File: src/rtl/fod_pkg.sv
`default_nettype none

package fod_pkg;

  // ring geometry
  localparam int RING_DEPTH = 64;
  localparam int IDX_W      = (RING_DEPTH > 1) ? $clog2(RING_DEPTH) : 1;

  // register field widths
  localparam int LEN_W      = 7;
  localparam int START_W    = 6;
  localparam int AXES       = 3;
  localparam int CFG_IDX_W  = 3;
  localparam int CFG_DATA_W = 7;

  // wide enough for the effective length and for index + 1
  localparam int CNT_W = (IDX_W + 1 > LEN_W) ? IDX_W + 1 : LEN_W;

  localparam int COORD_W = 32;

  // output queue
  localparam int OUT_DEPTH = 3;
  localparam int PTR_W     = $clog2(OUT_DEPTH);
  localparam int OCC_W     = $clog2(OUT_DEPTH + 1);

  typedef logic [COORD_W-1:0] coord_t;
  typedef logic [IDX_W-1:0]   idx_t;
  typedef coord_t [AXES-1:0]  vec_t;

  typedef enum logic [CFG_IDX_W-1:0] {
    CFG_HISTORY_ON  = 3'd0,
    CFG_RING_LENGTH = 3'd1,
    CFG_WRITE_START = 3'd2,
    CFG_UPDATE_MASK = 3'd3,
    CFG_OFFSET_MASK = 3'd4
  } cfg_reg_t;

  // controller -> all lanes
  typedef struct packed {
    logic            load;
    logic            frame;
    logic            wr_en;
    idx_t            wr_idx;
    idx_t            rd_idx;
    logic            ring_vld;
    logic [AXES-1:0] keep;
    logic [AXES-1:0] ring_sel;
  } ring_ctl_t;

  // controller -> one lane
  typedef struct packed {
    logic load;
    logic frame;
    logic keep;
    logic wr_en;
    idx_t wr_idx;
    idx_t rd_idx;
    logic ring_sel;
    logic ring_vld;
  } lane_ctl_t;

  // zero reads as one, oversize saturates to the ring depth
  function automatic logic [CNT_W-1:0] eff_len(input logic [LEN_W-1:0] len);
    logic [CNT_W-1:0] ext;
    ext = CNT_W'(len);
    if (ext == '0) return CNT_W'(1);
    if (ext > CNT_W'(RING_DEPTH)) return CNT_W'(RING_DEPTH);
    return ext;
  endfunction

  function automatic logic [CNT_W-1:0] eff_start(input logic [START_W-1:0] ws,
                                                  input logic [CNT_W-1:0]   len);
    logic [CNT_W-1:0] ext;
    ext = CNT_W'(ws);
    return (ext < len) ? ext : len - CNT_W'(1);
  endfunction

  function automatic idx_t next_idx(input idx_t idx, input logic [CNT_W-1:0] len);
    logic [CNT_W-1:0] n;
    n = CNT_W'(idx) + CNT_W'(1);
    return (n >= len) ? '0 : n[IDX_W-1:0];
  endfunction

endpackage

`default_nettype wire

File: src/rtl/fod_lane.sv
`default_nettype none

module fod_lane (
  input  wire logic          clk,
  input  wire logic          rst_n,
  input  fod_pkg::lane_ctl_t ctl,
  input  fod_pkg::coord_t    target,
  output fod_pkg::coord_t    result
);
  import fod_pkg::*;

  coord_t last_r;
  coord_t diff_now;
  coord_t diff_q_r;
  coord_t ring_q_r;
  logic   sel_q_r;
  logic   vld_q_r;
  coord_t ring_mem [RING_DEPTH];

  // modulo 2^32 difference, zero for reference loads and masked axes
  assign diff_now = (ctl.frame && ctl.keep) ? target - last_r : '0;

  always_ff @(posedge clk) begin
    if (!rst_n) begin
      last_r  <= '0;
      sel_q_r <= 1'b0;
      vld_q_r <= 1'b0;
    end else if (ctl.load) begin
      last_r  <= target;
      sel_q_r <= ctl.ring_sel;
      vld_q_r <= ctl.ring_vld;
    end
  end

  // read-first: same-cycle write to the read slot returns the old entry
  always_ff @(posedge clk) begin
    if (ctl.wr_en) begin
      ring_mem[ctl.wr_idx] <= diff_now;
    end
    if (ctl.load) begin
      ring_q_r <= ring_mem[ctl.rd_idx];
      diff_q_r <= diff_now;
    end
  end

  // unwritten entries read as zero
  assign result = sel_q_r ? (vld_q_r ? ring_q_r : '0) : diff_q_r;

endmodule

`default_nettype wire

File: config.mk
export PLATFORM = sky130hd
export DESIGN_NAME = fod_lane
export DESIGN_NICKNAME = d
export VERILOG_FILES = /design/src/rtl/fod_pkg.sv /design/src/rtl/fod_lane.sv
export SDC_FILE = /design/constraint.sdc
export NUM_CORES = 2
export LEC_CHECK = 0
export BUFFER_PORTS_ARGS = -buffer_cell sky130_fd_sc_hd__clkbuf_2
export CAP_MARGIN = 20
export CORE_UTILIZATION = 45
export DETAILED_ROUTE_END_ITERATION = 10
export PLACE_DENSITY = 0.66
export SKIP_LAST_GASP = 1
export SLEW_MARGIN = 10
export SYNTH_ARGS = -nofsm -noshare
export SYNTH_HDL_FRONTEND = slang
export SYNTH_SLANG_ARGS = --single-unit
File: constraint.sdc
create_clock -name clk -period 8.4 [get_ports clk]
set_clock_uncertainty 0.1 [all_clocks]
set_input_delay 0.42 -clock clk [delete_from_list [all_inputs] [get_ports clk]]
set_output_delay 0.42 -clock clk [all_outputs]
set_load 0.02 [all_outputs]
======== Yosys cells after proc, flatten, opt, wreduce, memory -nomap -nowiden ========
Memory sizes are Yosys's and may differ from the RTL's. A register that Yosys moved wholly into a read port is not among the register bits.
Cells that the tools add are included.
word-level totals
  register bits after elaboration ......... 66
  latch bits .............................. 0
  memory bits (writable) .................. 2048
  memory bits (read-only) ................. 0
  input port bits ......................... 52
  output and inout bits ................... 32
  logic and storage cells ................. 12
  memories kept ........................... 1
cells by class
  add/sub/neg operators ................... 1
  multipliers ............................. 0
  divide/modulo/power cells ............... 0
  $lt $le $gt $ge ......................... 0
  equality and inequality tests ........... 0
  shift-type cells ........................ 0
  mux-type cells .......................... 5
  bitwise gates (word level) .............. 0
  reductions and logical operators ........ 1
memory list
  name      depth  width  rd ports  clocked after Yosys merged registers in  wr ports  line            RTL
  ring_mem  64     32     1         1                                        1         fod_lane.sv:18  coord_t ring_mem [RING_DEPTH];
operators by type and width
  kind               count
  32-bit 2-to-1 mux  3
  32-bit subtractor  1
  1-bit 2-to-1 mux   2
  1-bit logical AND  1

======== Depth between registers and ports, before layout ========
  depth in word-level cells ............... 2
  depth in mapped cells ................... 10
  depth with buffers taken out ............ 9

======== Worst setup path before layout ========
Ideal clock, no wire load.
  kind .................................... input port to flip-flop
  start ................................... input port target[0]
  end ..................................... register diff_q_r[26], data pin
  setup time .............................. 0.720 ns
  arrival time ............................ 4.778 ns
  data required time ...................... 7.580 ns
  setup slack ............................. 2.803 ns
  stages .................................. 9
  buffers on the path ..................... 0
  cell sequence ........................... inv_1 ha_1 fa_1 nand2b_1 a21o_1 a211o_1 a311oi_1 nor3_1 nor3b_1
on the way
  longest elaborated chain between the ends .. 2
ends and longest elaborated chain
  what                  line            RTL
  from (decl)           fod_lane.sv:7   input fod_pkg::coord_t target,
  32-bit subtractor     fod_lane.sv:21  assign diff_now = (ctl.frame && ctl.keep) ? target - last_r : '0;
  32-bit 2-to-1 mux     fod_lane.sv:21
  via diff_now[26]      fod_lane.sv:13  coord_t diff_now;
  to (signal assigned)  fod_lane.sv:42  diff_q_r <= diff_now;
  to (decl)             fod_lane.sv:14  coord_t diff_q_r;
The timed path passes the listed nets, and every way through them passes these cells.
A chain may end at the register's enable or synchronous reset.

======== Final worst setup path ========
  start ................................... register sel_q_r
  end ..................................... output port result[19]
on the way
  longest elaborated chain between the ends .. 1
ends and longest elaborated chain
  what                    line            RTL
  from (decl)             fod_lane.sv:16  logic sel_q_r;
  from (signal assigned)  fod_lane.sv:30  sel_q_r <= ctl.ring_sel;
  32-bit 2-to-1 mux       fod_lane.sv:47  assign result = sel_q_r ? (vld_q_r ? ring_q_r : '0) : diff_q_r;
  to (decl)               fod_lane.sv:8   output fod_pkg::coord_t result
Every way passes these cells.

==> flow_metrics.py <==
metrics = {
    "outcome": {
        "outcome": "finished clean",
    },
    "synth": {
        "async_flop_share_pct": 0,
        "synthAdderAreaFrac_pct": 0.5031,
        "synth_top_cell_area_share_pct": 75.90,
        "syn-num-nets": 3804,
        "synth_ff_type": "edfxtp_1",
        "postSynthCellCount": 3719,
        "synth_area_um2": 83560,
        "synth_edf_count": 2112,
        "synth.avg_cell_area_um2": 22.47,
        "synth_simple_gate_area_share_pct": 1.843,
        "synth.area.mux_share_pct": 17.42,
        "ys_top_cells_by_count": "edfxtp_1, mux4_2, nor2_1, clkbuf_1, inv_1",
        "synth_area_leader_cell": "edfxtp_1",
        "synth_xor_area_share_pct": 0.1363,
        "ys_types": 57,
        "synth_most_common_cell": "edfxtp_1",
        "synth_compound_area_share_pct": 1.944,
        "synthTopCellsByArea": "edfxtp_1, mux4_2, dfxtp_1, mux2i_1, ha_1",
        "synth_top_family_by_area": "multiplexers",
        "ys_seq_area_share_pct": 76.71,
        "ys_ff_latch": 2146,
        "yosys_warnings": 0,
    },
    "setup_path": {
        "critPathTopFamily": "buffers and inverters",
        "start_kind": "register",
        "crit_required_ps": 7880,
        "end_kind": "output pin",
        "slowest_stage": "buf_4",
        "path_class": "reg -> out",
        "cp.buffers_inverters": 3,
        "reg2reg_slack_ps": 4730,
        "worstPathMaxFanout": 34,
        "cp.arrival_ps": 3570,
        "critical_path.cell_chain": "buf_4, and2_2, buf_4, nand2_1, o21ai_1, clkbuf_2",
        "max_stage_delay_ps": 580,
        "cpMostUsedCell": "buf_4",
    },
    "drt": {
        "route.vias.total": 40394,
        "wl_per_cell_um": 32.21,
        "drtIter0Drc": 5415,
        "via_per_inst": 6.114,
        "firstDrtPassIters": 6,
        "drc": 0,
        "wl_um": 212800,
        "ant_nets": 0,
    },
    "sta": {
        "clock.fmax_ghz": 0.2445,
        "final_hold_viol_count": 0,
        "worst_pin_slew_ps": 1127,
        "min_period_over_period_pct": 48.68,
        "rsz0062_at_grt": "false",
        "fin_crit_ps": 4089,
        "setup_violations": 0,
        "slew-limit-headroom_pct": 24.84,
        "drv_slew": 0,
        "finalSetupTns_ps": 0,
    },
    "clocking": {
        "cts_tree": "yes",
        "holdBufCountCts": 35,
        "htreeDepth": 4,
        "cts-buffers-inserted": 201,
        "clock-sinks": 2146,
        "post_cts_resized": 0,
        "clk_path_buf_depth": 3,
        "ctsRootBufferMaster": "clkbuf_16",
        "clock_latency_ps": 830,
        "cts_setup_buffers": 0,
        "path_clk_slew_ps": 70,
    },
    "pwr": {
        "powerDensity_nw_per_um2": 233.2,
        "fin_total_pwr_w": 0.02206,
        "p_leak_nw": 31.43,
        "vdd_ir_drop_max_v": 0.0001849,
    },
    "global_routing": {
        "busiest_layer": "met2",
        "use_met3_pct": 4.888,
        "grt_use_met2_pct": 37.13,
        "grt_pass1_wl_um": 299000,
        "grt_pass1_vias": 40618,
        "grtUsageTotal_pct": 22.88,
        "grt_overflow_total": 0,
        "grt_antenna_before_repair": 9,
        "grt_max_degree": 124,
        "met1_usage_pct": 30.63,
    },
    "hold_path": {
        "min_path_type": "in -> reg",
    },
    "finish": {
        "fill_cells": 14053,
        "drive_above_1_share_pct": 29.50,
        "area_growth_pct": 13.20,
        "nets": 4059,
        "multiInputGateArea_um2": 18940,
        "seq_area_um2": 64100,
    },
    "die": {
        "start_util_pct": 45.50,
        "ios": 84,
        "die_w_um": 432.9,
        "std_cell_rows": 157,
        "core_um2": 183700,
        "die_h_um": 432.9,
        "dieArea_um2": 187400,
    },
    "job": {
        "maxCapViolations": 0,
    },
    "place": {
        "dp_hpwl_um": 109200,
        "io_buffers": 83,
        "gp_congestion": 0.8095,
    },
}
## registers in the layout, indices dropped and copies added, names as in the netlist
signal,count
last_r,32
ring_q_r,32
sel_q_r,1
ring_mem,2048
diff_q_r,32
vld_q_r,1
## logic make-up (layout without fill, tap and decap cells)
family	Yosys count	count (layout)
AO/OA/AOI/OAI	260	260
adder cells (fa/ha/maj)	33	33
multiplexers	677	677
AND/OR/NAND/NOR	319	319
buffers and inverters	271	687
other	0	8
XOR/XNOR	13	13
flip-flops	2146	2146
## metal layers
layer | part of all wire (%) | wire length [µm] | vias up
met5 | 0.0099 | 21 | -
met4 | 3.5 | 7534 | 4
met3 | 9.1 | 19400 | 359
met2 | 49 | 104000 | 2080
met1 | 38 | 81810 | 21673
li1 | - | - | 16278
## layout make-up
class                      count  share of cell area (%)
clock buffer                 248                   5.616
tap                         2464                   3.259
timing repair buffer         249                   2.000
clock inverter               116                   1.022
sequential                  2146                   67.77
multi-input combinational   1302                   20.02
inverter                      74                  0.2936
antenna                        8                 0.02116
## through the flow
step | instances | util (%) | cell area [µm²] | worst slack, ps | hold slack [ps]
3_5_place_dp | 6199 | 47.87 | 87920 | 4023 | 403.7
6_report | 6607 | 51.50 | 94590 | 4311 | 116.7
2_1_floorplan | 3719 | - | 83560 | 2803 | 373.7
3_3_place_gp | 6199 | 47.87 | 87920 | 4049 | 389.3
5_1_grt | 6603 | 51.50 | 94580 | 4292 | 173.0
4_1_cts | 6598 | 51.48 | 94550 | 4237 | 86.32
## final timing paths
| check | from | endpoint | cells past startpoint |
|---|---|---|---|
| max | sel_q_r$_SDFFE_PN0P_ | result[19] | 6 |
| min | rst_n | sel_q_r$_SDFFE_PN0P_ | 2 |
| max reg2reg | last_r[10]$_SDFFE_PN0P_ | ring_mem[5][29]$_DFFE_PP_ | 9 |
| min reg2reg | vld_q_r$_SDFFE_PN0P_ | vld_q_r$_SDFFE_PN0P_ | 2 |
## cells in the final DEF (no fill, tap or decap), types with 20 or more instances in the layout
master	n
inv_1	74
ha_1	32
a22oi_1	26
o21ai_0	67
mux2i_1	55
clkbuf_1	42
edfxtp_1	2112
nand3_1	20
clkbuf_2	78
clkinv_2	36
mux4_2	622
nor2_1	27
nand2_1	69
nor2b_1	41
clkinv_1	47
dlygate4sd3_1	35
o22ai_1	26
buf_4	123
a21oi_1	65
nor2_4	76
clkbuf_16	206
dfxtp_1	33
## power by group
part / internal [W] / switching (W) / leakage (nW)
Combinational: 0.000468 / 0.000881 / 7.14
Sequential: 0.0119 / 0.0000249 / 21.2
Clock: 0.00490 / 0.00385 / 3.06
Total: 0.0173 / 0.00475 / 31.4
No activity file was read; power rests on OpenSTA's default activity.
