## src/rtl/fod_pkg.sv

```systemverilog
`default_nettype none

package fod_pkg;

  // ring geometry
  localparam int RING_DEPTH = 64;
  localparam int IDX_W      = (RING_DEPTH > 1) ? $clog2(RING_DEPTH) : 1;

  // register field widths
  localparam int LEN_W      = 7;
  localparam int START_W    = 6;
  localparam int AXES       = 3;
  localparam int CFG_IDX_W  = 3;
  localparam int CFG_DATA_W = 7;

  // wide enough for the effective length and for index + 1
  localparam int CNT_W = (IDX_W + 1 > LEN_W) ? IDX_W + 1 : LEN_W;

  localparam int COORD_W = 32;

  // output queue
  localparam int OUT_DEPTH = 3;
  localparam int PTR_W     = $clog2(OUT_DEPTH);
  localparam int OCC_W     = $clog2(OUT_DEPTH + 1);

  typedef logic [COORD_W-1:0] coord_t;
  typedef logic [IDX_W-1:0]   idx_t;
  typedef coord_t [AXES-1:0]  vec_t;

  typedef enum logic [CFG_IDX_W-1:0] {
    CFG_HISTORY_ON  = 3'd0,
    CFG_RING_LENGTH = 3'd1,
    CFG_WRITE_START = 3'd2,
    CFG_UPDATE_MASK = 3'd3,
    CFG_OFFSET_MASK = 3'd4
  } cfg_reg_t;

  // controller -> all lanes
  typedef struct packed {
    logic            load;
    logic            frame;
    logic            wr_en;
    idx_t            wr_idx;
    idx_t            rd_idx;
    logic            ring_vld;
    logic [AXES-1:0] keep;
    logic [AXES-1:0] ring_sel;
  } ring_ctl_t;

  // controller -> one lane
  typedef struct packed {
    logic load;
    logic frame;
    logic keep;
    logic wr_en;
    idx_t wr_idx;
    idx_t rd_idx;
    logic ring_sel;
    logic ring_vld;
  } lane_ctl_t;

  // zero reads as one, oversize saturates to the ring depth
  function automatic logic [CNT_W-1:0] eff_len(input logic [LEN_W-1:0] len);
    logic [CNT_W-1:0] ext;
    ext = CNT_W'(len);
    if (ext == '0) return CNT_W'(1);
    if (ext > CNT_W'(RING_DEPTH)) return CNT_W'(RING_DEPTH);
    return ext;
  endfunction

  function automatic logic [CNT_W-1:0] eff_start(input logic [START_W-1:0] ws,
                                                  input logic [CNT_W-1:0]   len);
    logic [CNT_W-1:0] ext;
    ext = CNT_W'(ws);
    return (ext < len) ? ext : len - CNT_W'(1);
  endfunction

  function automatic idx_t next_idx(input idx_t idx, input logic [CNT_W-1:0] len);
    logic [CNT_W-1:0] n;
    n = CNT_W'(idx) + CNT_W'(1);
    return (n >= len) ? '0 : n[IDX_W-1:0];
  endfunction

endpackage

`default_nettype wire

```

## src/rtl/fod_merge.sv

```systemverilog
`default_nettype none

module fod_merge (
  input  wire logic       clk,
  input  wire logic       rst_n,
  input  wire logic       load,
  input  fod_pkg::vec_t   lane_res,
  output logic            in_ready,
  output logic            out_valid,
  input  wire logic       out_ready,
  output fod_pkg::vec_t   out_vec
);
  import fod_pkg::*;

  logic             b_v_r;
  vec_t             fifo_r [OUT_DEPTH];
  logic [PTR_W-1:0] wptr_r, wptr_nxt;
  logic [PTR_W-1:0] rptr_r, rptr_nxt;
  logic [OCC_W-1:0] cnt_r, cnt_nxt;
  logic [OCC_W:0]   occ;
  logic             push;
  logic             pop;

  assign push      = b_v_r;
  assign out_valid = (cnt_r != '0);
  assign pop       = out_valid & out_ready;
  assign out_vec   = fifo_r[rptr_r];

  // requests in the lane stage count against queue space
  assign occ      = (OCC_W + 1)'(cnt_r) + (OCC_W + 1)'(b_v_r);
  assign in_ready = (occ < (OCC_W + 1)'(OUT_DEPTH));

  always_comb begin
    wptr_nxt = wptr_r;
    rptr_nxt = rptr_r;
    cnt_nxt  = cnt_r;
    if (push) begin
      wptr_nxt = (wptr_r == PTR_W'(OUT_DEPTH - 1)) ? '0 : wptr_r + PTR_W'(1);
    end
    if (pop) begin
      rptr_nxt = (rptr_r == PTR_W'(OUT_DEPTH - 1)) ? '0 : rptr_r + PTR_W'(1);
    end
    case ({push, pop})
      2'b10:   cnt_nxt = cnt_r + OCC_W'(1);
      2'b01:   cnt_nxt = cnt_r - OCC_W'(1);
      default: cnt_nxt = cnt_r;
    endcase
  end

  always_ff @(posedge clk) begin
    if (!rst_n) begin
      b_v_r  <= 1'b0;
      wptr_r <= '0;
      rptr_r <= '0;
      cnt_r  <= '0;
    end else begin
      b_v_r  <= load;
      wptr_r <= wptr_nxt;
      rptr_r <= rptr_nxt;
      cnt_r  <= cnt_nxt;
    end
  end

  always_ff @(posedge clk) begin
    if (push) begin
      fifo_r[wptr_r] <= lane_res;
    end
  end

  a_no_overflow: assert property (@(posedge clk) disable iff (!rst_n)
    push |-> (cnt_r < OCC_W'(OUT_DEPTH)))
    else $error("result pushed into full queue");

  a_occ_bound: assert property (@(posedge clk) disable iff (!rst_n)
    occ <= (OCC_W + 1)'(OUT_DEPTH))
    else $error("in-flight requests exceed queue depth");

  a_load_credit: assert property (@(posedge clk) disable iff (!rst_n)
    load |-> in_ready)
    else $error("request loaded without queue credit");

endmodule

`default_nettype wire

```

## config.mk

```make
export PLATFORM = sky130hd
export DESIGN_NAME = fod_merge
export DESIGN_NICKNAME = d
export VERILOG_FILES = /design/src/rtl/fod_pkg.sv /design/src/rtl/fod_merge.sv
export SDC_FILE = /design/constraint.sdc
export NUM_CORES = 1
export LEC_CHECK = 0
export BUFFER_PORTS_ARGS = -buffer_cell sky130_fd_sc_hd__buf_2
export CAP_MARGIN = 25
export CORE_UTILIZATION = 30
export DETAILED_ROUTE_END_ITERATION = 8
export SYNTH_ARGS = -nofsm -noshare
export SYNTH_HDL_FRONTEND = slang
export SYNTH_SLANG_ARGS = --single-unit
```

## constraint.sdc

```tcl
create_clock -name clk -period 9.7 [get_ports clk]
set_input_delay 2.425 -clock clk [delete_from_list [all_inputs] [get_ports clk]]
set_output_delay 2.425 -clock clk [all_outputs]
set_load 0.03 [all_outputs]
```

### Yosys cells after proc, flatten, opt, wreduce, memory -nomap -nowiden

Memory sizes are Yosys's and may differ from the RTL's. A register that Yosys moved wholly into a read port is not among the register bits.
Cells that the tools add are included.

* logic and storage cells: 25
* memories: 1
* bits in writable memories: 288
* register bits after elaboration: 7

Memory list
* fifo_r: words 3, bits a word 96, rd ports 1, clocked after memory_dff 1, wr ports 1, RTL line fod_merge.sv:16 `vec_t fifo_r [OUT_DEPTH];`

* order comparisons: 1
* bitwise gates (word level): 1
* reduce and logical (&&, ||, !) cells: 2
* mux-type cells: 7
* add/sub/neg operators: 5
* equal/unequal tests: 4

Operator list (number)
* $mux 2: 4
* $add 2x1->2 const B: 3
* $eq 2x2->1 const B: 3
* $pmux 2 s2: 1
* $reduce_bool 2->1: 2
* $add 2x1->3: 1
* $lt 3x2->1 const B: 1
* $eq 2x1->1 const B: 1
* $mux 1: 2
* $sub 2x1->2 const B: 1
* $and 1x1->1: 1

### Depth between registers and ports, before layout

Gate-level depths: netlist of the first run.

* depth after elaboration: 4
* mapped depth: 6
* depth with buffers taken out: 6

### Worst setup path after synthesis of the first run

OpenSTA, ideal clock, no wires.

* kind: flip-flop to flip-flop
* start point: reg b_v_r
* end point: mem fifo_r[0][0] (netlist bit) (enable)
* data required time: 9.029 ns
* setup slack: 2.025 ns
* arrival time: 7.004 ns
* path buffers: 0
* stages on the path, launching flop included: 3
* period minus slack after synthesis: 7.675 ns
* cell sequence: dfxtp_1 inv_2 nor3_1

* word-level cells in the longest chain between the ends: 2

Ends and longest elaborated chain
* start, declared: RTL line fod_merge.sv:15 `logic b_v_r;`
* start signal, assigned: RTL line fod_merge.sv:57 `b_v_r <= load;`
* $mux 1: RTL line fod_merge.sv:65 `if (push) begin`
* $mux 1 (implied by the code): RTL line fod_merge.sv:66 `fifo_r[wptr_r] <= lane_res;`
* end, declared: RTL line fod_merge.sv:16

No other way between the ends.

==> flow_metrics.py, run 1 <==
metrics = {
    "logic_synthesis": {
        "synth.distinct_cells": 26,
        "synthArstFlopShare_pct": 0,
        "synth_top_area_share_pct": 78.47,
        "ys_seq_area_share_pct": 80.11,
        "syn_area_per_cell_um2": 17.03,
        "ys_seq_elements": 297,
        "yosys.area.top_type": "edfxtp_1",
        "ys_warn_count": 0,
        "synth.cell_area_mm2": 0.01102,
        "ys.flop_type": "edfxtp_1",
        "synthesis.nets": 750,
        "yosys-top-cells-area": "edfxtp_1 78%, mux2i_1 8.7%, o21ai_1 4.4%",
        "synth_cells": 647,
        "synth-edff-count": 288,
    },
    "final_layout": {
        "mostFrequentLayoutCell": "edfxtp_1",
        "layout-drive-gt1-share_pct": 28.93,
        "fillerInstances": 3390,
        "area_growth_pct": 22.12,
        "nets": 957,
        "final_cell_mix": "288 x edfxtp_1, 197 x buf_2, 100 x nand2_1, 97 x o21ai_1, 96 x mux2i_1",
        "fin_area_mm2": 0.01346,
    },
    "sta": {
        "final.setup_skew_ns": 0.006758,
        "worst_pin_slew_ns": 1.016,
        "drv_slew": 0,
        "rsz0062_at_grt": "false",
        "finalCritPeriodShare_pct": 57.16,
        "hold_violations": 0,
        "fmax_ghz": 0.1804,
        "setup_viol": 0,
        "slew_headroom_pct": 32.29,
        "min_period_ns": 5.544,
        "setup-tns-final_ns": 0,
    },
    "critical_path": {
        "timing.rr.end": "fifo_r[0][49]$_DFFE_PP_",
        "ff2ff_path_depth": 3,
        "r2r_start": "b_v_r$_SDFF_PN0_",
        "crit_fanout": 52,
        "end_kind": "output pin",
        "path_cells": "buf_4, mux2i_1, o21ai_1, buf_2",
        "crit_family": "buffers and inverters",
        "critPathBufInv": 2,
        "required_ns": 7.28,
        "critical_path_class": "reg -> out",
        "crit_slowest_cell": "buf_4",
        "r2r_slack_ns": 7.91,
        "critPathLaunchType": "flop",
        "critPathMaxStageDelay_ns": 0.91,
        "worst_ep_arrival_time_ns": 3.12,
    },
    "die": {
        "dieArea_mm2": 0.03751,
        "rows": 69,
        "die_h_um": 193.7,
        "io_pins": 198,
        "start_util_pct": 30.76,
        "die_width_um": 193.7,
        "design.core.area_mm2": 0.03583,
    },
    "flow_run": {
        "cap_viol_max_count": 0,
    },
    "min_path": {
        "whs_path_depth": 2,
        "worstHoldStart": "rptr_r[1]$_SDFFE_PN0P_",
        "hold_class": "reg -> reg",
    },
    "power": {
        "leakage_nw": 4.500,
        "pwr_density_cell_mw_per_mm2": 230.1,
        "irDropWorstVdd_mv": 0.1238,
    },
    "clock_tree": {
        "ctsLongestPathBuffers": 3,
        "postCtsSetupBuffers": 0,
        "cts_tree": "built",
        "clock_sinks": 297,
        "hold_buffers": 0,
        "cts_resized": 0,
        "ctsRootBufferMaster": "clkbuf_16",
        "worstSkewPairLatency_ns": 0.55,
        "clk_pin_slew_ns": 0.06,
        "htree_num_levels": 1,
        "cts-buffers-inserted": 31,
    },
    "grt": {
        "grt_start_max_net_pins": 92,
        "grt_pass1_vias": 5964,
        "grtUsageTotal_pct": 11.30,
        "antenna_found_initial": 5,
        "grt_pass1_wl_mm": 32.90,
        "grt-ovfl-total": 0,
    },
    "detailed_routing": {
        "wl_per_cell_um": 15.99,
        "drc_errors": 0,
        "vias": 5863,
        "vias_per_cell": 4.372,
        "finalWirelength_mm": 21.44,
        "dr.pass1.iters": 4,
        "ant_nets": 0,
        "drtIter0Drc": 240,
    },
    "placed_design": {
        "hpwl_mm": 12.65,
        "place_area_mm2": 0.01248,
        "routabilityCongestion": 0.6924,
        "numPortBuffers": 197,
    },
    "run_status": {
        "status": "finished clean",
    },
}
## flip-flops by register name (all words and copies together), names as in the netlist, named ones only
signal,count
wptr_r,2
fifo_r,288
cnt_r,2
b_v_r,1
rptr_r,2
## synth_stat cells (2+ instances only)
master and number:
buf_8 4, and2_1 2, buf_4 4, edfxtp_1 288, dfxtp_1 9, clkbuf_1 19, mux2i_1 96, a21boi_1 3
xnor2_1 2, or3_1 2, ha_1 3, buf_2 3, nor2_1 2, nor2b_1 2, nand2_1 100, o21a_1 2
o21ai_1 97
## worst max-delay path by stage
stage | start | to | depth (start not counted)
6_report | flop | out_vec[13] | 4
5_1_grt | flop | out_vec[13] | 4
4_1_cts | flop | out_vec[13] | 4
3_5_place_dp | flop | out_vec[13] | 4
3_3_place_gp | flop | out_vec[13] | 4
2_1_floorplan | b_v_r$_SDFF_PN0_ | fifo_r[0][0]$_DFFE_PP_ | 2
## routing by layer
metal	GRT usage, %	part of all wire, %	vias to the layer above
li1	-	-	2864
met1	14.16	44	2782
met2	18.34	45	156
met3	3.444	7.3	55
met4	4.296	3.0	6
met5	0	0.19	-
## final cells by class
type	instances	area [um2]	area share, %
clock inverters	21	175.2	1.302
well taps	461	576.8	4.286
diodes	2	5.005	0.03719
multi-input cells	316	2009	14.93
inverters	2	7.507	0.05578
repair buffers	206	1054	7.828
clock buffers	36	794.5	5.904
flip-flops and latches	297	8836	65.66
## report_power, final
| part | total (mW) | leakage, nW | internal [mW] | switching (mW) |
|---|---|---|---|---|
| registers | 1.48 | 2.70 | 1.45 | 0.0372 |
| clock network | 1.12 | 0.478 | 0.661 | 0.461 |
| logic | 0.491 | 1.32 | 0.164 | 0.327 |
## through the flow
stage | power [mW] | cells | worst slack (ns) | hold WS [ns] | utilization, %
final | 3.097 | 1341 | 4.156 | 0.4973 | 37.56
after CTS | 3.148 | 1339 | 4.039 | 0.4946 | 37.55
after global routing | 3.224 | 1340 | 3.941 | 0.5243 | 37.56
after detailed placement | 2.012 | 1282 | 4.659 | 0.4729 | 34.84
after global placement | 2.010 | 1282 | 4.613 | 0.4685 | 34.84
after floorplan | 1.869 | 647 | 2.025 | 0.4505 | -
## kinds of logic after synthesis
family	share of synthesized area [%]
DFF	80.11
and+or+nand+nor	3.996
AOI/OAI and AO/OA	4.836
muxes	8.719
buffers and inverters	1.839
adders and majority gates	0.3406
xor gates and xnor gates	0.1590
## worst reg2reg max path, cell delays in order (launching register included)
cell     delay, ns
dfxtp_1       0.44
inv_2         0.07
nor3_2        0.19
buf_4         0.64
No activity file was read; power rests on OpenSTA's default activity.
==> run 2, diff against run 1 <==
==> constraint.sdc (replaced) <==
create_clock -name clk -period 5.8 [get_ports clk]
set_input_delay 1.45 -clock clk [delete_from_list [all_inputs] [get_ports clk]]
set_output_delay 1.45 -clock clk [all_outputs]
set_load 0.03 [all_outputs]
==> run 2 against run 1 <==
  * Largest cell class unchanged
  * Register-to-register slack got worse by 4.6 ns
  * Clock power is 80% higher
  * Sequential share of layout area shrank 0.69 points
  * Clock-buffer cell count rose by 9
  * Non-clock buffer count up 1
==> flow_metrics.py, run 2 (same netlist as run 1, synthesis figures left out) <==
metrics = {
    "run_status": {
        "status": "finished clean",
    },
    "power": {
        "power_frac_comb_pct": 15.9,
        "p_clk_share_pct": 37.9,
        "seqPwrFrac_pct": 46.2,
        "switchingPower_mw": 1.404,
        "pwr_density_cell_mw_per_mm2": 392.5,
        "swShare_pct": 26.30,
        "p_int_mw": 3.934,
        "leakage_nw": 4.561,
        "irDropWorstVdd_mv": 0.2543,
    },
    "die": {
        "die_width_um": 193.7,
        "design.core.area_mm2": 0.03583,
        "die_h_um": 193.7,
        "start_util_pct": 30.76,
        "dieArea_mm2": 0.03751,
        "rows": 69,
        "io_pins": 198,
    },
    "critical_path": {
        "required_ns": 4.35,
        "r2r_start": "wptr_r[0]$_SDFFE_PN0P_",
        "critPathLaunchType": "flop",
        "critical_path_class": "reg -> out",
        "worst_ep_arrival_time_ns": 2.39,
        "crit_fanout": 28,
        "ff2ff_path_depth": 4,
        "end_kind": "output pin",
        "timing.rr.end": "fifo_r[1][29]$_DFFE_PP_",
        "r2r_slack_ns": 3.35,
    },
    "detailed_routing": {
        "drc_errors": 0,
        "dr.pass1.iters": 5,
        "vias": 5939,
        "vias_per_cell": 4.422,
        "finalWirelength_mm": 21.82,
        "drtIter0Drc": 300,
        "wl_per_cell_um": 16.25,
        "ant_nets": 0,
    },
    "placed_design": {
        "numPortBuffers": 197,
        "routabilityCongestion": 0.7008,
        "hpwl_mm": 12.72,
        "dp.cells": 1283,
    },
    "min_path": {
        "worstHoldStart": "rptr_r[1]$_SDFFE_PN0P_",
        "whs_path_depth": 2,
        "hold_class": "reg -> reg",
    },
    "final_layout": {
        "final_cell_mix": "288 x edfxtp_1, 197 x buf_2, 100 x nand2_1, 97 x o21ai_1, 96 x mux2i_1",
        "fin_cells": 1343,
        "nets": 962,
        "area_growth_pct": 23.41,
        "layout-drive-gt1-share_pct": 29.40,
        "largest_reg_flops": 288,
        "largest_register": "fifo_r",
        "mostFrequentLayoutCell": "edfxtp_1",
    },
    "grt": {
        "grtUsageTotal_pct": 11.85,
        "grt_pass1_wl_mm": 33.98,
        "grt_pass1_vias": 6214,
        "grt-ovfl-total": 0,
        "grt_start_max_net_pins": 99,
        "antenna_found_initial": 5,
    },
    "clock_tree": {
        "htree_num_levels": 2,
        "cts-buffers-inserted": 35,
        "hold_buffers": 0,
        "postCtsSetupBuffers": 0,
        "ctsRootBufferMaster": "clkbuf_16",
        "clk_pin_slew_ns": 0.06,
        "cts_tree": "built",
        "cts_resized": 0,
        "ctsLongestPathBuffers": 3,
        "worstSkewPairLatency_ns": 0.51,
        "clock_sinks": 297,
    },
    "sta": {
        "setup-tns-final_ns": 0,
        "finalCritPeriodShare_pct": 66.19,
        "fmax_ghz": 0.2605,
        "setup_viol": 0,
        "worst_pin_slew_ns": 0.8005,
        "rsz0062_at_grt": "false",
        "min_period_ns": 3.839,
        "slew_headroom_pct": 46.63,
        "drv_slew": 0,
        "final.setup_skew_ns": 0.01462,
        "hold_violations": 0,
    },
    "flow_run": {
        "cap_viol_max_count": 0,
    },
}
==> run 2: changes by cell type in the layout (fill, tap and decap cells not counted), sizes merged <==
cell      before  now
clkinv        18   12
diode          2    1
clkinvlp       0    1
buf          206  207
bufinv         3    1
clkbuf        36   45
==> run 2: metal layers <==
layer  global-route usage, %  vias up  part of all wire (%)
li1                        -     2872                     -
met1                   14.20     2841                    44
met2                   19.67      178                    47
met3                   4.401       40                   7.2
met4                   3.911        8                   2.1
met5                       0        -                  0.21
==> run 2: critical path: stages (launching register included) <==
cell	delay, ns
dfxtp_4	0.70
buf_4	0.54
mux2i_1	0.27
o21ai_1	0.10
buf_2	0.22
==> run 2: power groups by stage <==
| stage | clock (mW) | combinational, mW | sequential (mW) |
|---|---|---|---|
| 2_1_floorplan | 0 | 0.638 | 2.48 |
| 3_3_place_gp | 0 | 0.852 | 2.51 |
| 3_5_place_dp | 0 | 0.859 | 2.51 |
| 4_1_cts | 2.10 | 0.861 | 2.47 |
| 5_1_grt | 2.18 | 0.906 | 2.48 |
| 6_report | 2.02 | 0.846 | 2.47 |
==> run 2: final cells by class <==
type                       count  area (um2)
timing repair buffer         207        1086
fill                        3362       22230
inverter                       2       7.507
clock inverter                14       88.84
antenna                        1       2.502
sequential                   297        8836
clock buffer                  45       987.2
tap                          461       576.8
multi-input combinational    316        2016
==> run 2: per-stage QoR <==
step | area [um2] | hold WS [ns] | setup slack [ns] | utilization, % | total power, mW
final | 13600 | 0.4745 | 1.961 | 37.96 | 5.338
after global routing | 13600 | 0.5130 | 1.800 | 37.95 | 5.561
after CTS | 13600 | 0.4806 | 1.871 | 37.95 | 5.433
after detailed placement | 12520 | 0.4724 | 2.483 | 34.95 | 3.373
after global placement | 12520 | 0.4646 | 2.508 | 34.95 | 3.364
after floorplan | 11030 | 0.4505 | 0.7515 | - | 3.123
==> run 2: worst max-delay path by stage <==
stage,endpoint,slack [ns],start
global placement,out_vec[25],2.51,flop
global route,out_vec[30],1.80,flop
finish,out_vec[30],1.96,flop
CTS,out_vec[30],1.87,flop
floorplan,fifo_r[1][0]$_DFFE_PP_,0.75,b_v_r$_SDFF_PN0_
detailed placement,out_vec[25],2.48,flop
