File: config.mk
export PLATFORM = sky130hd
export DESIGN_NAME = fod_ctrl
export DESIGN_NICKNAME = d
export VERILOG_FILES = /design/src/rtl/fod_pkg.sv /design/src/rtl/fod_ctrl.sv
export SDC_FILE = /design/constraint.sdc
export NUM_CORES = 1
export LEC_CHECK = 0
export BUFFER_PORTS_ARGS = -buffer_cell sky130_fd_sc_hd__buf_2
export CAP_MARGIN = 20
export CORE_MARGIN = 2
export CORE_UTILIZATION = 60
export CTS_CLUSTER_SIZE = 10
export DETAILED_ROUTE_END_ITERATION = 7
export PLACE_DENSITY = 0.8
export SLEW_MARGIN = 10
export SYNTH_ARGS = -nofsm -noshare
export SYNTH_HDL_FRONTEND = slang
export SYNTH_SLANG_ARGS = --single-unit
File: constraint.sdc
create_clock -name clk -period 4.88 [get_ports clk]
set_input_delay 1.22 -clock clk [delete_from_list [all_inputs] [get_ports clk]]
set_output_delay 1.22 -clock clk [all_outputs]
set_load 0.005 [all_outputs]
File: src/rtl/fod_pkg.sv
`default_nettype none

package fod_pkg;

  // ring geometry
  localparam int RING_DEPTH = 64;
  localparam int IDX_W      = (RING_DEPTH > 1) ? $clog2(RING_DEPTH) : 1;

  // register field widths
  localparam int LEN_W      = 7;
  localparam int START_W    = 6;
  localparam int AXES       = 3;
  localparam int CFG_IDX_W  = 3;
  localparam int CFG_DATA_W = 7;

  // wide enough for the effective length and for index + 1
  localparam int CNT_W = (IDX_W + 1 > LEN_W) ? IDX_W + 1 : LEN_W;

  localparam int COORD_W = 32;

  // output queue
  localparam int OUT_DEPTH = 3;
  localparam int PTR_W     = $clog2(OUT_DEPTH);
  localparam int OCC_W     = $clog2(OUT_DEPTH + 1);

  typedef logic [COORD_W-1:0] coord_t;
  typedef logic [IDX_W-1:0]   idx_t;
  typedef coord_t [AXES-1:0]  vec_t;

  typedef enum logic [CFG_IDX_W-1:0] {
    CFG_HISTORY_ON  = 3'd0,
    CFG_RING_LENGTH = 3'd1,
    CFG_WRITE_START = 3'd2,
    CFG_UPDATE_MASK = 3'd3,
    CFG_OFFSET_MASK = 3'd4
  } cfg_reg_t;

  // controller -> all lanes
  typedef struct packed {
    logic            load;
    logic            frame;
    logic            wr_en;
    idx_t            wr_idx;
    idx_t            rd_idx;
    logic            ring_vld;
    logic [AXES-1:0] keep;
    logic [AXES-1:0] ring_sel;
  } ring_ctl_t;

  // controller -> one lane
  typedef struct packed {
    logic load;
    logic frame;
    logic keep;
    logic wr_en;
    idx_t wr_idx;
    idx_t rd_idx;
    logic ring_sel;
    logic ring_vld;
  } lane_ctl_t;

  // zero reads as one, oversize saturates to the ring depth
  function automatic logic [CNT_W-1:0] eff_len(input logic [LEN_W-1:0] len);
    logic [CNT_W-1:0] ext;
    ext = CNT_W'(len);
    if (ext == '0) return CNT_W'(1);
    if (ext > CNT_W'(RING_DEPTH)) return CNT_W'(RING_DEPTH);
    return ext;
  endfunction

  function automatic logic [CNT_W-1:0] eff_start(input logic [START_W-1:0] ws,
                                                  input logic [CNT_W-1:0]   len);
    logic [CNT_W-1:0] ext;
    ext = CNT_W'(ws);
    return (ext < len) ? ext : len - CNT_W'(1);
  endfunction

  function automatic idx_t next_idx(input idx_t idx, input logic [CNT_W-1:0] len);
    logic [CNT_W-1:0] n;
    n = CNT_W'(idx) + CNT_W'(1);
    return (n >= len) ? '0 : n[IDX_W-1:0];
  endfunction

endpackage

`default_nettype wire

File: src/rtl/fod_ctrl.sv
`default_nettype none

module fod_ctrl (
  input  wire logic                          clk,
  input  wire logic                          rst_n,
  input  wire logic                          in_fire,
  input  wire logic                          in_command,
  input  wire logic                          cfg_we,
  input  wire logic [fod_pkg::CFG_IDX_W-1:0]  cfg_index,
  input  wire logic [fod_pkg::CFG_DATA_W-1:0] cfg_data,
  output fod_pkg::ring_ctl_t                 ring_ctl
);
  import fod_pkg::*;

  logic                  hist_r, hist_nxt;
  logic [LEN_W-1:0]      len_r, len_nxt;
  logic [START_W-1:0]    ws_r, ws_nxt;
  logic [AXES-1:0]       upd_r, upd_nxt;
  logic [AXES-1:0]       omask_r, omask_nxt;
  idx_t                  rd_idx_r, rd_idx_nxt;
  idx_t                  wr_idx_r, wr_idx_nxt;
  logic                  primed_r, primed_nxt;
  logic [RING_DEPTH-1:0] valid_r, valid_nxt;

  logic             cfg_hit;
  logic             hist_frame;
  logic [CNT_W-1:0] len_eff;
  logic [CNT_W-1:0] start_eff;

  assign hist_frame = in_fire & in_command & hist_r;

  always_comb begin
    hist_nxt  = hist_r;
    len_nxt   = len_r;
    ws_nxt    = ws_r;
    upd_nxt   = upd_r;
    omask_nxt = omask_r;
    cfg_hit   = 1'b0;
    if (cfg_we) begin
      unique case (cfg_reg_t'(cfg_index))
        CFG_HISTORY_ON: begin
          hist_nxt = cfg_data[0];
          cfg_hit  = 1'b1;
        end
        CFG_RING_LENGTH: begin
          len_nxt = cfg_data[LEN_W-1:0];
          cfg_hit = 1'b1;
        end
        CFG_WRITE_START: begin
          ws_nxt  = cfg_data[START_W-1:0];
          cfg_hit = 1'b1;
        end
        CFG_UPDATE_MASK: begin
          upd_nxt = cfg_data[AXES-1:0];
          cfg_hit = 1'b1;
        end
        CFG_OFFSET_MASK: begin
          omask_nxt = cfg_data[AXES-1:0];
          cfg_hit   = 1'b1;
        end
        default: ;
      endcase
    end
  end

  // without a write the _nxt values equal the stored ones
  assign len_eff   = eff_len(len_nxt);
  assign start_eff = eff_start(ws_nxt, len_eff);

  always_comb begin
    rd_idx_nxt = rd_idx_r;
    wr_idx_nxt = wr_idx_r;
    primed_nxt = primed_r;
    valid_nxt  = valid_r;
    if (cfg_hit) begin
      rd_idx_nxt = '0;
      wr_idx_nxt = start_eff[IDX_W-1:0];
      primed_nxt = 1'b0;
      valid_nxt  = '0;
    end else if (hist_frame) begin
      rd_idx_nxt          = next_idx(rd_idx_r, len_eff);
      wr_idx_nxt          = next_idx(wr_idx_r, len_eff);
      valid_nxt[wr_idx_r] = 1'b1;
      if (!primed_r && (CNT_W'(rd_idx_r) == start_eff)) begin
        primed_nxt = 1'b1;
      end
    end
  end

  always_ff @(posedge clk) begin
    if (!rst_n) begin
      hist_r   <= 1'b0;
      len_r    <= LEN_W'(1);
      ws_r     <= '0;
      upd_r    <= '0;
      omask_r  <= '1;
      rd_idx_r <= '0;
      wr_idx_r <= '0;
      primed_r <= 1'b0;
      valid_r  <= '0;
    end else begin
      hist_r   <= hist_nxt;
      len_r    <= len_nxt;
      ws_r     <= ws_nxt;
      upd_r    <= upd_nxt;
      omask_r  <= omask_nxt;
      rd_idx_r <= rd_idx_nxt;
      wr_idx_r <= wr_idx_nxt;
      primed_r <= primed_nxt;
      valid_r  <= valid_nxt;
    end
  end

  assign ring_ctl.load     = in_fire;
  assign ring_ctl.frame    = in_command;
  assign ring_ctl.wr_en    = hist_frame;
  assign ring_ctl.wr_idx   = wr_idx_r;
  assign ring_ctl.rd_idx   = rd_idx_r;
  assign ring_ctl.ring_vld = valid_r[rd_idx_r];
  assign ring_ctl.keep     = omask_r;
  assign ring_ctl.ring_sel = {AXES{hist_r & primed_r & in_command}} & upd_r;

  a_cfg_clears: assert property (@(posedge clk) disable iff (!rst_n)
    cfg_hit |=> (rd_idx_r == '0) && !primed_r && (valid_r == '0))
    else $error("ring state not cleared after register write");

  a_rd_in_range: assert property (@(posedge clk) disable iff (!rst_n)
    CNT_W'(rd_idx_r) < eff_len(len_r))
    else $error("read index beyond ring length");

  a_wr_in_range: assert property (@(posedge clk) disable iff (!rst_n)
    CNT_W'(wr_idx_r) < eff_len(len_r))
    else $error("write index beyond ring length");

  a_prime_on_frame: assert property (@(posedge clk) disable iff (!rst_n)
    $rose(primed_r) |-> $past(hist_frame))
    else $error("primed set without a history frame");

endmodule

`default_nettype wire

* Word-level counts from Yosys, hierarchy flattened
Index checks and enable logic that the tools add are counted.
** Cells by class
- Add/subtract/negate cells :: 3
- Multiply operators :: 0
- Divide/modulo/power cells :: 0
- Magnitude comparators :: 7
- Eq/ne operators :: 5
- Shift operators :: 0
- Muxes and demuxes :: 22
- Bitwise logic cells :: 7
- Reductions and logical operators :: 12
** Operator list (number)
- $or A64 B64 Y64 :: 1
- $mux W7 :: 7
- $mux W6 :: 6
- $add A6 B1 Y7 const B :: 2
- $ge A7 B7 Y1 :: 2
- $lt A6 B7 Y1 const B :: 2
- $reduce_and A2 Y1 :: 4
- $eq A6 B7 Y1 :: 1
- $gt A7 B7 Y1 const B :: 1
- $logic_not A7 Y1 :: 1
- $lt A6 B7 Y1 :: 1
- $mux W1 :: 7
- $sub A7 B1 Y7 const B :: 1
- $bmux W1 S6 :: 1
- $demux W1 S6 :: 1
- $eq A3 B2 Y1 const B :: 2
- $ge A6 B1 Y1 const B :: 1
- $reduce_or A5 Y1 :: 1
- $and A1 B1 Y1 :: 4
- $and A3 B3 Y3 :: 1
- $eq A3 B1 Y1 const B :: 1
- $eq A3 B3 Y1 const B :: 1
- $logic_not A3 Y1 :: 1
- $logic_and A1 B1 Y1 :: 2
- other kinds (4) :: 4
** Word-level totals
- Register bits after elaboration :: 97
- Bits in latches :: 0
- Memory bits (writable) :: 0
- Bits in read-only memories :: 0
- Bits of input ports :: 15
- Output and inout bits :: 22
- Logic and storage cells :: 65
- Memories kept :: 0

* Depth between registers and ports, before layout
Gate-level depths: netlist (run 1).
- Depth in word-level cells :: 13
- Depth in mapped cells :: 14
- Mapped depth without buffers :: 13

* Least setup slack after synthesis (run 1)
Ideal clock, no wire load.
- Path type :: input to register
- Start :: in cfg_index[2] (netlist name)
- End :: reg primed_r
- Setup time :: 0.059 ns
- Arrival time :: 4.334 ns
- Setup slack :: 0.487 ns
- Stages on the path :: 14
- Path buffers :: 1
- Path through :: and4bb_1 -> buf_6 -> mux2_4 -> inv_1 -> nand2b_1 -> ha_1 -> a21o_1 -> a221oi_1 -> a21o_4 -> a31oi_4 -> mux2_4 -> xnor2_1 -> a2111oi_1 -> a22o_1
** Between the ends
- Word-level cells in the longest chain between the ends :: 13
** Ends and longest elaborated chain
- start: declaration :: line fod_ctrl.sv:9 : input wire logic [fod_pkg::CFG_IDX_W-1:0] cfg_index,
- $eq A3 B1 Y1 :: line fod_ctrl.sv:40 : unique case (cfg_reg_t'(cfg_index))
- $mux W7 :: line fod_ctrl.sv:40
- $mux W7 :: line fod_ctrl.sv:39 : if (cfg_we) begin
- $gt A7 B7 Y1 :: line fod_pkg.sv:67 : if (ext > CNT_W'(RING_DEPTH)) return CNT_W'(RING_DEPTH);
- $mux W1 (2 in series) :: line fod_pkg.sv:67
- $mux W7 :: line fod_pkg.sv:68 : return ext;
- $mux W7 :: line fod_pkg.sv:67
- $sub A7 B1 Y7 or $lt A6 B7 Y1 (tied branches) :: line fod_pkg.sv:75 : return (ext < len) ? ext : len - CNT_W'(1);
- $mux W7 :: line fod_pkg.sv:75
- $eq A6 B7 Y1 :: line fod_ctrl.sv:84 : if (!primed_r && (CNT_W'(rd_idx_r) == start_eff)) begin
- $logic_and A1 B1 Y1 :: line fod_ctrl.sv:84
- $reduce_and A2 Y1 (no line)
- end signal: assignment :: line fod_ctrl.sv:109 : primed_r <= primed_nxt;
- end: declaration :: line fod_ctrl.sv:22 : logic primed_r, primed_nxt;
Parallel ways exist; a longest one is shown, timed or not. The select of a mux whose other input is x is not followed.
A chain may end at the register's enable or synchronous reset.

* Worst setup path after layout (run 1)
Ends and elaborated chain as after synthesis.

==> results.py, run 1 <==
metrics = {
    "die": {
        "initial_core_util": 0.6263,
        "dieHeight_um": 94.28,
        "fp.dieW_um": 94.28,
        "die-area_um2": 8888,
        "placementRows": 32,
        "pin_count": 37,
        "core_area_um2": 7807,
    },
    "synthesis": {
        "ys_seq_area_frac": 0.3971,
        "synth-compound-area-share": 0.1433,
        "synth_top_family_by_area": "simple AND/OR/NAND/NOR gates",
        "syn_area_um2": 4890,
        "avgSynthCellArea_um2": 9.208,
        "synth.ff_latch_count": 97,
        "ys_async_sr_fraction": 0,
        "syn_inst": 531,
        "synth.net_count": 568,
        "synth-simple-area-share": 0.1847,
        "synth.area.mux_share": 0.1505,
        "synthAdderAreaFrac": 0.05629,
        "synth-main-ff-cell": "dfxtp_1",
        "yosys_warnings": 0,
        "synth-edff-count": 0,
        "synth_cell_type_count": 57,
        "synthXorXnorAreaFrac": 0.02687,
    },
    "global_route": {
        "grt_max_degree": 49,
        "grt_pass1_wl_um": 20110,
        "grt-ovfl-total": 0,
        "grt_usage": 0.2932,
        "antenna_found_initial": 0,
        "grt_pass1_vias": 4068,
    },
    "clock_tree": {
        "cts_tree": "done",
        "ctsResizeCount": 0,
        "cts_made_buffers": 9,
        "cts_hold_buf": 0,
        "htreeDepth": 3,
        "cts_max_path_buffers": 2,
        "clk_pin_slew_ns": 0.11,
        "cts-root-buf": "clkbuf_8",
        "cts_sinks": 97,
        "post_cts_buffers": 0,
        "clock_latency_ns": 0.37,
    },
    "critical_path": {
        "critPathArrivalTime_ns": 4.68,
        "startpoint": "cfg_index[2]",
        "crit_slowest_cell": "a2111oi_1",
        "path_class": "primary input to register",
        "cp-end-kind": "register",
        "crit_path_start_kind": "primary input",
        "worstPathCellList": "buf_2 -> and4bb_1 -> mux2_4 -> inv_1 -> nand2b_1 -> ha_1 -> a21o_1 -> a221oi_1 -> buf_4 -> a31oi_4 -> mux2_4 -> xnor2_1 -> a2111oi_1 -> a22o_1",
        "crit_path_frequent_cell": "mux2_4",
        "slowest_delay_ns": 0.41,
        "r2r_cells": 13,
        "r2r-start": "len_r[4]",
        "cp_max_fo": 7,
        "worstPathRequired_ns": 5.20,
    },
    "power": {
        "p_leak_nw": 2.130,
        "ir_drop_v": 0.0002120,
        "power_density_nw_per_um2": 284.2,
    },
    "route": {
        "drt-met1-wl_um": 5265,
        "dr_wl_met2_um": 5728,
        "antenna_left": 0,
        "vias_per_cell": 6.312,
        "highest_layer": "met4",
        "met3_length_um": 1026,
        "drt_iter0_drc": 398,
        "vias": 4172,
        "drt-total-wl_um": 12240,
        "firstDrtPassIters": 5,
        "avgRoutedWirePerCell_um": 18.52,
        "drc": 0,
    },
    "sta": {
        "slew_headroom": 0.2248,
        "tns_ns": 0,
        "finClkSkew_ns": 0.008393,
        "max_freq_ghz": 0.2292,
        "rsz0062_at_grt": "false",
        "period_share": 0.8940,
        "final-hold-violation-count": 0,
        "post-route-min-period_ns": 4.363,
        "drv_slew": 0,
        "setup_violations": 0,
        "worstMarginPinSlew_ns": 1.153,
        "hold-worst-slack_ns": 0.4725,
    },
    "placed_design": {
        "placed_area_um2": 5129,
        "dp_hpwl_um": 8438,
        "finalWeightedCongestion": 0.9653,
        "io_buffers": 36,
    },
    "worst_hold_path": {
        "hold_path.class": "register to register",
        "hold_start": "valid_r[55]",
        "hold_depth": 2,
    },
    "final_layout": {
        "drive_gt1_frac": 0.1771,
        "final_area_um2": 5360,
        "synthToLayoutAreaGrowth_pct": 9.621,
        "fin_nets": 591,
        "nFillCells": 607,
        "ff_latch_area_um2": 1942,
        "multiInputGateArea_um2": 2760,
        "diodes": 0,
    },
    "flow_run": {
        "cap_violations": 0,
    },
    "run_status": {
        "status": "completed",
    },
}
[area by class of cell]
cell class | count | share of cell area
Tap cell | 102 | 0.02381
Clock inverter | 7 | 0.01821
Timing Repair Buffer | 48 | 0.04995
Inverter | 11 | 0.007703
Sequential cell | 97 | 0.3623
Clock buffer | 9 | 0.02311
Multi-Input combinational cell | 387 | 0.5149
[cell usage after synthesis (2+ instances only)]
library cell | count | share of area
a21oi_1 | 75 | 0.077
a221oi_1 | 2 | 0.0036
a21o_1 | 10 | 0.015
nor2b_1 | 7 | 0.0090
ha_1 | 22 | 0.056
nor2_1 | 94 | 0.072
o21ai_0 | 9 | 0.0092
mux2_2 | 2 | 0.0046
o221ai_1 | 2 | 0.0036
o22ai_1 | 2 | 0.0026
dfxtp_1 | 97 | 0.40
a31oi_1 | 3 | 0.0038
nor3b_1 | 3 | 0.0046
mux4_2 | 21 | 0.097
nand2b_1 | 7 | 0.0090
nand4b_1 | 2 | 0.0036
nor4b_1 | 2 | 0.0036
buf_4 | 3 | 0.0046
mux2_4 | 2 | 0.0061
a211oi_1 | 2 | 0.0031
and3b_1 | 3 | 0.0054
and3_1 | 8 | 0.010
xor2_1 | 7 | 0.013
and2_1 | 7 | 0.0090
xnor2_1 | 8 | 0.014
nand2_1 | 16 | 0.012
nor3_1 | 13 | 0.013
nand3_1 | 16 | 0.016
buf_1 | 6 | 0.0046
clkbuf_1 | 23 | 0.018
mux2i_1 | 21 | 0.043
inv_1 | 10 | 0.0077
nor4_1 | 2 | 0.0026
[report_power, final]
group | internal (mW) | total, mW | switching (mW) | leakage (nW)
combinational | 0.0579 | 0.145 | 0.0869 | 1.24
sequential | 0.797 | 0.807 | 0.0103 | 0.782
clock | 0.254 | 0.572 | 0.318 | 0.112
total | 1.11 | 1.52 | 0.415 | 2.13
[routing by layer]
layer,track usage,vias up
met5,0,-
met4,0.09179,0
met3,0.06180,22
met2,0.4696,198
met1,0.3987,2014
li1,-,1938
[cell families (layout without fill, tap and decap cells)]
family	count (synthesis)	in the layout
AOI/OAI and AO/OA	117	117
xor gates and xnor gates	15	15
adders and majority gates	22	22
buffers and inverters	47	75
DFF	97	97
muxes	46	46
and+or+nand+nor	187	187
[cell usage in the layout, fill, tap and decap left out, types with 7 or more instances in the layout]
| cell type | n |
|---|---|
| dfxtp_1 | 97 |
| nor2_1 | 94 |
| a21oi_1 | 75 |
| buf_2 | 37 |
| ha_1 | 22 |
| mux2i_1 | 21 |
| mux4_2 | 21 |
| nand3_1 | 16 |
| nand2_1 | 15 |
| nor3_1 | 12 |
| buf_4 | 11 |
| inv_1 | 10 |
| a21o_1 | 10 |
| o21ai_0 | 9 |
| clkbuf_8 | 9 |
| xnor2_1 | 8 |
| and3_1 | 8 |
| nor2b_1 | 7 |
| nand2b_1 | 7 |
| xor2_1 | 7 |
| and2_1 | 7 |
[per-stage QoR]
stage                     total power [mW]  utilization  worst slack (ns)  std cells
final                                1.524       0.6865            0.5172        661
after global routing                 1.577       0.6865            0.3712        661
after CTS                            1.525       0.6853            0.6039        660
after detailed placement            0.9651       0.6569            0.2340        644
after global placement              0.9607       0.6569            0.3852        644
after floorplan                     0.9237            -            0.4866        531
[path summary, 6_finish.rpt]
check                                   end  slack, ns
worst min register to register  valid_r[55]       0.47
worst max-delay path               primed_r       0.52
worst min-delay path            valid_r[55]       0.47
worst max register to register  wr_idx_r[2]       1.51
[critical path: cells and delay by family]
family	cells	cell delay, ns
AO/OA/AOI/OAI	5	1.29
XOR/XNOR	1	0.13
buffers and inverters	3	0.51
adder cells (fa/ha/maj)	1	0.33
AND/OR/NAND/NOR	2	0.51
multiplexers	2	0.70
[flip-flops by register name, summed over array words and instances, names as in the netlist]
name and count:
wr_idx_r 6, primed_r 1, valid_r 64, len_r 7, rd_idx_r 6, upd_r 3, hist_r 1, omask_r 3
ws_r 6
Note: power is estimated with default switching activity, not from simulation.
==> run 2, diff against run 1 <==
- CORE_ASPECT_RATIO: not set -> 1.75
==> results.py, run 2 (synthesized netlist as in run 1, its figures left out) <==
metrics = {
    "final_layout": {
        "diodes": 0,
        "top_regs": "valid_r x64, len_r x7",
        "fin_nets": 590,
        "top_register": "valid_r",
        "drive_gt1_frac": 0.1720,
        "post-route-util": 0.6871,
        "largest_reg_flops": 64,
        "layout_common_cells": "dfxtp_1 (97), nor2_1 (94), a21oi_1 (75)",
        "final_common_cell": "dfxtp_1",
        "fin_cells": 648,
        "synthToLayoutAreaGrowth_pct": 11.13,
    },
    "sta": {
        "finClkSkew_ns": 0.005040,
        "hold-worst-slack_ns": 0.4699,
        "setup_violations": 0,
        "post-route-min-period_ns": 4.439,
        "worstMarginPinSlew_ns": 1.160,
        "period_share": 0.9096,
        "max_freq_ghz": 0.2253,
        "slew_headroom": 0.2205,
        "rsz0062_at_grt": "false",
        "drv_slew": 0,
        "tns_ns": 0,
        "final-hold-violation-count": 0,
    },
    "critical_path": {
        "worstPathCellList": "buf_2 -> and4bb_1 -> mux2_4 -> inv_1 -> nand2b_1 -> ha_1 -> a21o_1 -> a221oi_1 -> a21o_4 -> a31oi_4 -> mux2_4 -> xnor2_1 -> a2111oi_1 -> a22o_1",
        "critPathArrivalTime_ns": 4.73,
        "cp_max_fo": 7,
        "crit_path_frequent_cell": "mux2_4",
        "slowest_delay_ns": 0.57,
        "crit_slowest_cell": "a221oi_1",
        "worstPathRequired_ns": 5.17,
        "path_class": "primary input to register",
        "crit_path_start_kind": "primary input",
        "r2r_cells": 12,
        "cp-end-kind": "register",
    },
    "power": {
        "p_leak_nw": 2.160,
        "power_mw": 1.681,
        "ir_drop_v": 0.0002464,
        "power_density_nw_per_um2": 309.4,
    },
    "route": {
        "dr_wl_met2_um": 6583,
        "avgRoutedWirePerCell_um": 19.16,
        "met3_length_um": 608,
        "vias_per_cell": 6.343,
        "drt-met1-wl_um": 4426,
        "drt_iter0_drc": 294,
        "drc": 0,
        "highest_layer": "met4",
        "firstDrtPassIters": 5,
        "vias": 4110,
        "drt-total-wl_um": 12410,
        "antenna_left": 0,
    },
    "global_route": {
        "grt-ovfl-total": 0,
        "grt_pass1_wl_um": 19230,
        "grt_max_degree": 50,
        "grt_pass1_vias": 4035,
        "grt_usage": 0.2882,
        "antenna_found_initial": 0,
    },
    "die": {
        "dieHeight_um": 123.4,
        "placementRows": 43,
        "pin_count": 37,
        "core_area_um2": 7909,
        "initial_core_util": 0.6183,
        "die-area_um2": 8916,
        "fp.dieW_um": 72.24,
    },
    "clock_tree": {
        "cts_max_path_buffers": 2,
        "cts_sinks": 97,
        "clock_latency_ns": 0.35,
        "cts-root-buf": "clkbuf_16",
        "cts_made_buffers": 9,
        "cts_tree": "done",
        "htreeDepth": 3,
        "clk_pin_slew_ns": 0.07,
        "ctsResizeCount": 0,
        "post_cts_buffers": 0,
        "cts_hold_buf": 0,
    },
    "placed_design": {
        "finalWeightedCongestion": 0.9173,
        "dp_hpwl_um": 8966,
        "dp_cells": 632,
        "io_buffers": 36,
    },
    "worst_hold_path": {
        "hold_depth": 2,
        "hold_path.class": "register to register",
    },
    "flow_run": {
        "cap_violations": 0,
    },
    "run_status": {
        "status": "completed",
    },
}
## run 2: cell type report
type / instances / area, um^2
multi-input cells: 387 / 2749
fillers: 606 / 2475
clock inverters: 5 / 61.31
inverters: 11 / 41.29
clock buffers: 11 / 252.7
well taps: 90 / 112.6
flip-flops and latches: 97 / 1942
repair buffers: 47 / 275.3
## run 2: worst paths after layout
path,startpoint,to,slack [ns]
min reg2reg,valid_r[10],valid_r[10],0.47
min,valid_r[10],valid_r[10],0.47
max reg2reg,len_r[6],primed_r,1.47
max,cfg_index[2],primed_r,0.44
## run 2: routing by layer
layer	vias to the layer above	global-route usage
li1	1930	-
met1	1944	0.2885
met2	179	0.5178
met3	57	0.05297
met4	0	0.2111
met5	-	0
## run 2: power breakdown
part | switching (mW) | internal (mW) | total [mW] | leakage [nW]
Clock | 0.305 | 0.427 | 0.732 | 0.144
Combinational | 0.0862 | 0.0563 | 0.143 | 1.23
Sequential | 0.00958 | 0.797 | 0.807 | 0.782
Total | 0.401 | 1.28 | 1.68 | 2.16
## run 2: stage by stage
stage / setup WS (ns) / cell area [um^2]
after floorplan: 0.4866 / 4890
after global placement: 0.1988 / 5112
after detailed placement: 0.1262 / 5120
after CTS: 0.4655 / 5434
after global routing: 0.2783 / 5434
final: 0.4411 / 5434
## run 2: worst max-delay path, delay by kind of cell
kind | cells | cell delay [ns]
AOI/OAI and AO/OA | 6 | 1.56
muxes | 2 | 0.70
and+or+nand+nor | 2 | 0.49
adders and majority gates | 1 | 0.33
buffers and inverters | 2 | 0.30
xor gates and xnor gates | 1 | 0.12
==> run 3, diff against run 2 <==
- PLACE_DENSITY: 0.8 -> 0.91
==> results.py, run 3 (synthesized netlist as in run 1, its figures left out) <==
metrics = {
    "sta": {
        "drv_slew": 0,
        "worstMarginPinSlew_ns": 1.096,
        "tns_ns": 0,
        "slew_headroom": 0.2635,
        "max_freq_ghz": 0.2255,
        "setup_violations": 0,
        "finClkSkew_ns": 0.008538,
        "fin_ws_ns": 0.4458,
        "post-route-min-period_ns": 4.434,
        "final-hold-violation-count": 0,
        "rsz0062_at_grt": "false",
        "period_share": 0.9087,
    },
    "die": {
        "dieHeight_um": 123.4,
        "initial_core_util": 0.6183,
        "placementRows": 43,
        "fp.dieW_um": 72.24,
        "core_area_um2": 7909,
        "pin_count": 37,
        "die-area_um2": 8916,
    },
    "run_status": {
        "status": "completed",
    },
    "global_route": {
        "grt_pass1_vias": 4392,
        "grt-ovfl-total": 0,
        "grt_pass1_wl_um": 21150,
        "antenna_found_initial": 0,
        "grt_usage": 0.3172,
        "grt_max_degree": 55,
    },
    "placed_design": {
        "dp_hpwl_um": 9087,
        "finalWeightedCongestion": 0.9505,
        "dp_worst_setup_slack_ns": 0.1943,
        "io_buffers": 36,
    },
    "critical_path": {
        "path_class": "primary input to register",
        "worstPathRequired_ns": 5.17,
        "crit_path_start_kind": "primary input",
        "critPathArrivalTime_ns": 4.72,
        "cp-end-kind": "register",
        "cp_max_fo": 7,
    },
    "final_layout": {
        "multiInputGateArea_um2": 2755,
        "largest_reg_flops": 64,
        "drive_gt1_frac": 0.1706,
        "top_register": "valid_r",
        "top_regs": "valid_r x64, len_r x7",
        "synthToLayoutAreaGrowth_pct": 10.41,
        "ff_latch_area_um2": 1942,
        "nFillCells": 574,
        "fin_nets": 589,
        "final_common_cell": "dfxtp_1",
        "post-route-util": 0.6826,
        "layout_common_cells": "dfxtp_1 (97), nor2_1 (94), a21oi_1 (75)",
        "diodes": 0,
    },
    "worst_hold_path": {
        "hold_path.class": "register to register",
    },
    "clock_tree": {
        "ctsResizeCount": 0,
        "htreeDepth": 3,
        "cts-root-buf": "clkbuf_16",
        "cts_hold_buf": 0,
        "clock_latency_ns": 0.35,
        "cts_sinks": 97,
        "cts_max_path_buffers": 2,
        "post_cts_buffers": 0,
        "cts_made_buffers": 9,
        "cts_tree": "done",
        "clk_pin_slew_ns": 0.07,
    },
    "route": {
        "firstDrtPassIters": 5,
        "drt-total-wl_um": 13080,
        "avgRoutedWirePerCell_um": 20.21,
        "drt_iter0_drc": 455,
        "vias_per_cell": 6.736,
        "antenna_left": 0,
        "vias": 4358,
        "drc": 0,
    },
    "power": {
        "p_leak_nw": 2.156,
        "power_mw": 1.664,
        "ir_drop_v": 0.0002390,
        "power_density_nw_per_um2": 308.2,
    },
    "flow_run": {
        "cap_violations": 0,
    },
}
run 3: layout make-up:
cell class,instances,share of cell area
well taps,90,0.02086
clock inverters,6,0.01228
flip-flops and latches,97,0.3597
repair buffers,46,0.04681
inverters,11,0.007648
clock buffers,10,0.04241
multi-input cells,387,0.5103
run 3: report_power, final:
part	leakage, nW	internal, mW	switching [mW]
Clock	0.147	0.400	0.311
Sequential	0.782	0.797	0.0104
Combinational	1.23	0.0575	0.0880
run 3: critical path, stage by stage:
cell and delay (ns):
buf_2 0.13, and4bb_1 0.33, mux2_4 0.35, inv_1 0.18
nand2b_1 0.18, ha_1 0.33, a21o_1 0.16, a221oi_1 0.40
buf_4 0.19, a31oi_4 0.14, mux2_4 0.35, xnor2_1 0.12
a2111oi_1 0.42, a22o_1 0.22
run 3: metal layers:
layer  up-vias  wire length (um)  track usage
met4         0               781       0.2182
met1      2077              4503       0.3251
met5         -                 0            0
met2       263              6919       0.5470
met3        83               876      0.08883
li1       1935                 -            -
run 3: metrics by stage:
stage	hold WS [ns]	area [um^2]	cells
after floorplan	0.4315	4890	531
after global placement	0.4420	5091	629
after detailed placement	0.4551	5099	630
after CTS	0.4712	5394	646
after global routing	0.4856	5399	647
final	0.4695	5399	647
run 3: final timing paths:
path / slack, ns / endpoint / startpoint / cells past startpoint
worst max-delay path: 0.45 / primed_r / cfg_index[2] / 14
worst min register to register: 0.47 / valid_r[22] / valid_r[22] / 2
worst max register to register: 1.47 / primed_r / len_r[6] / 12
worst min-delay path: 0.47 / valid_r[22] / valid_r[22] / 2
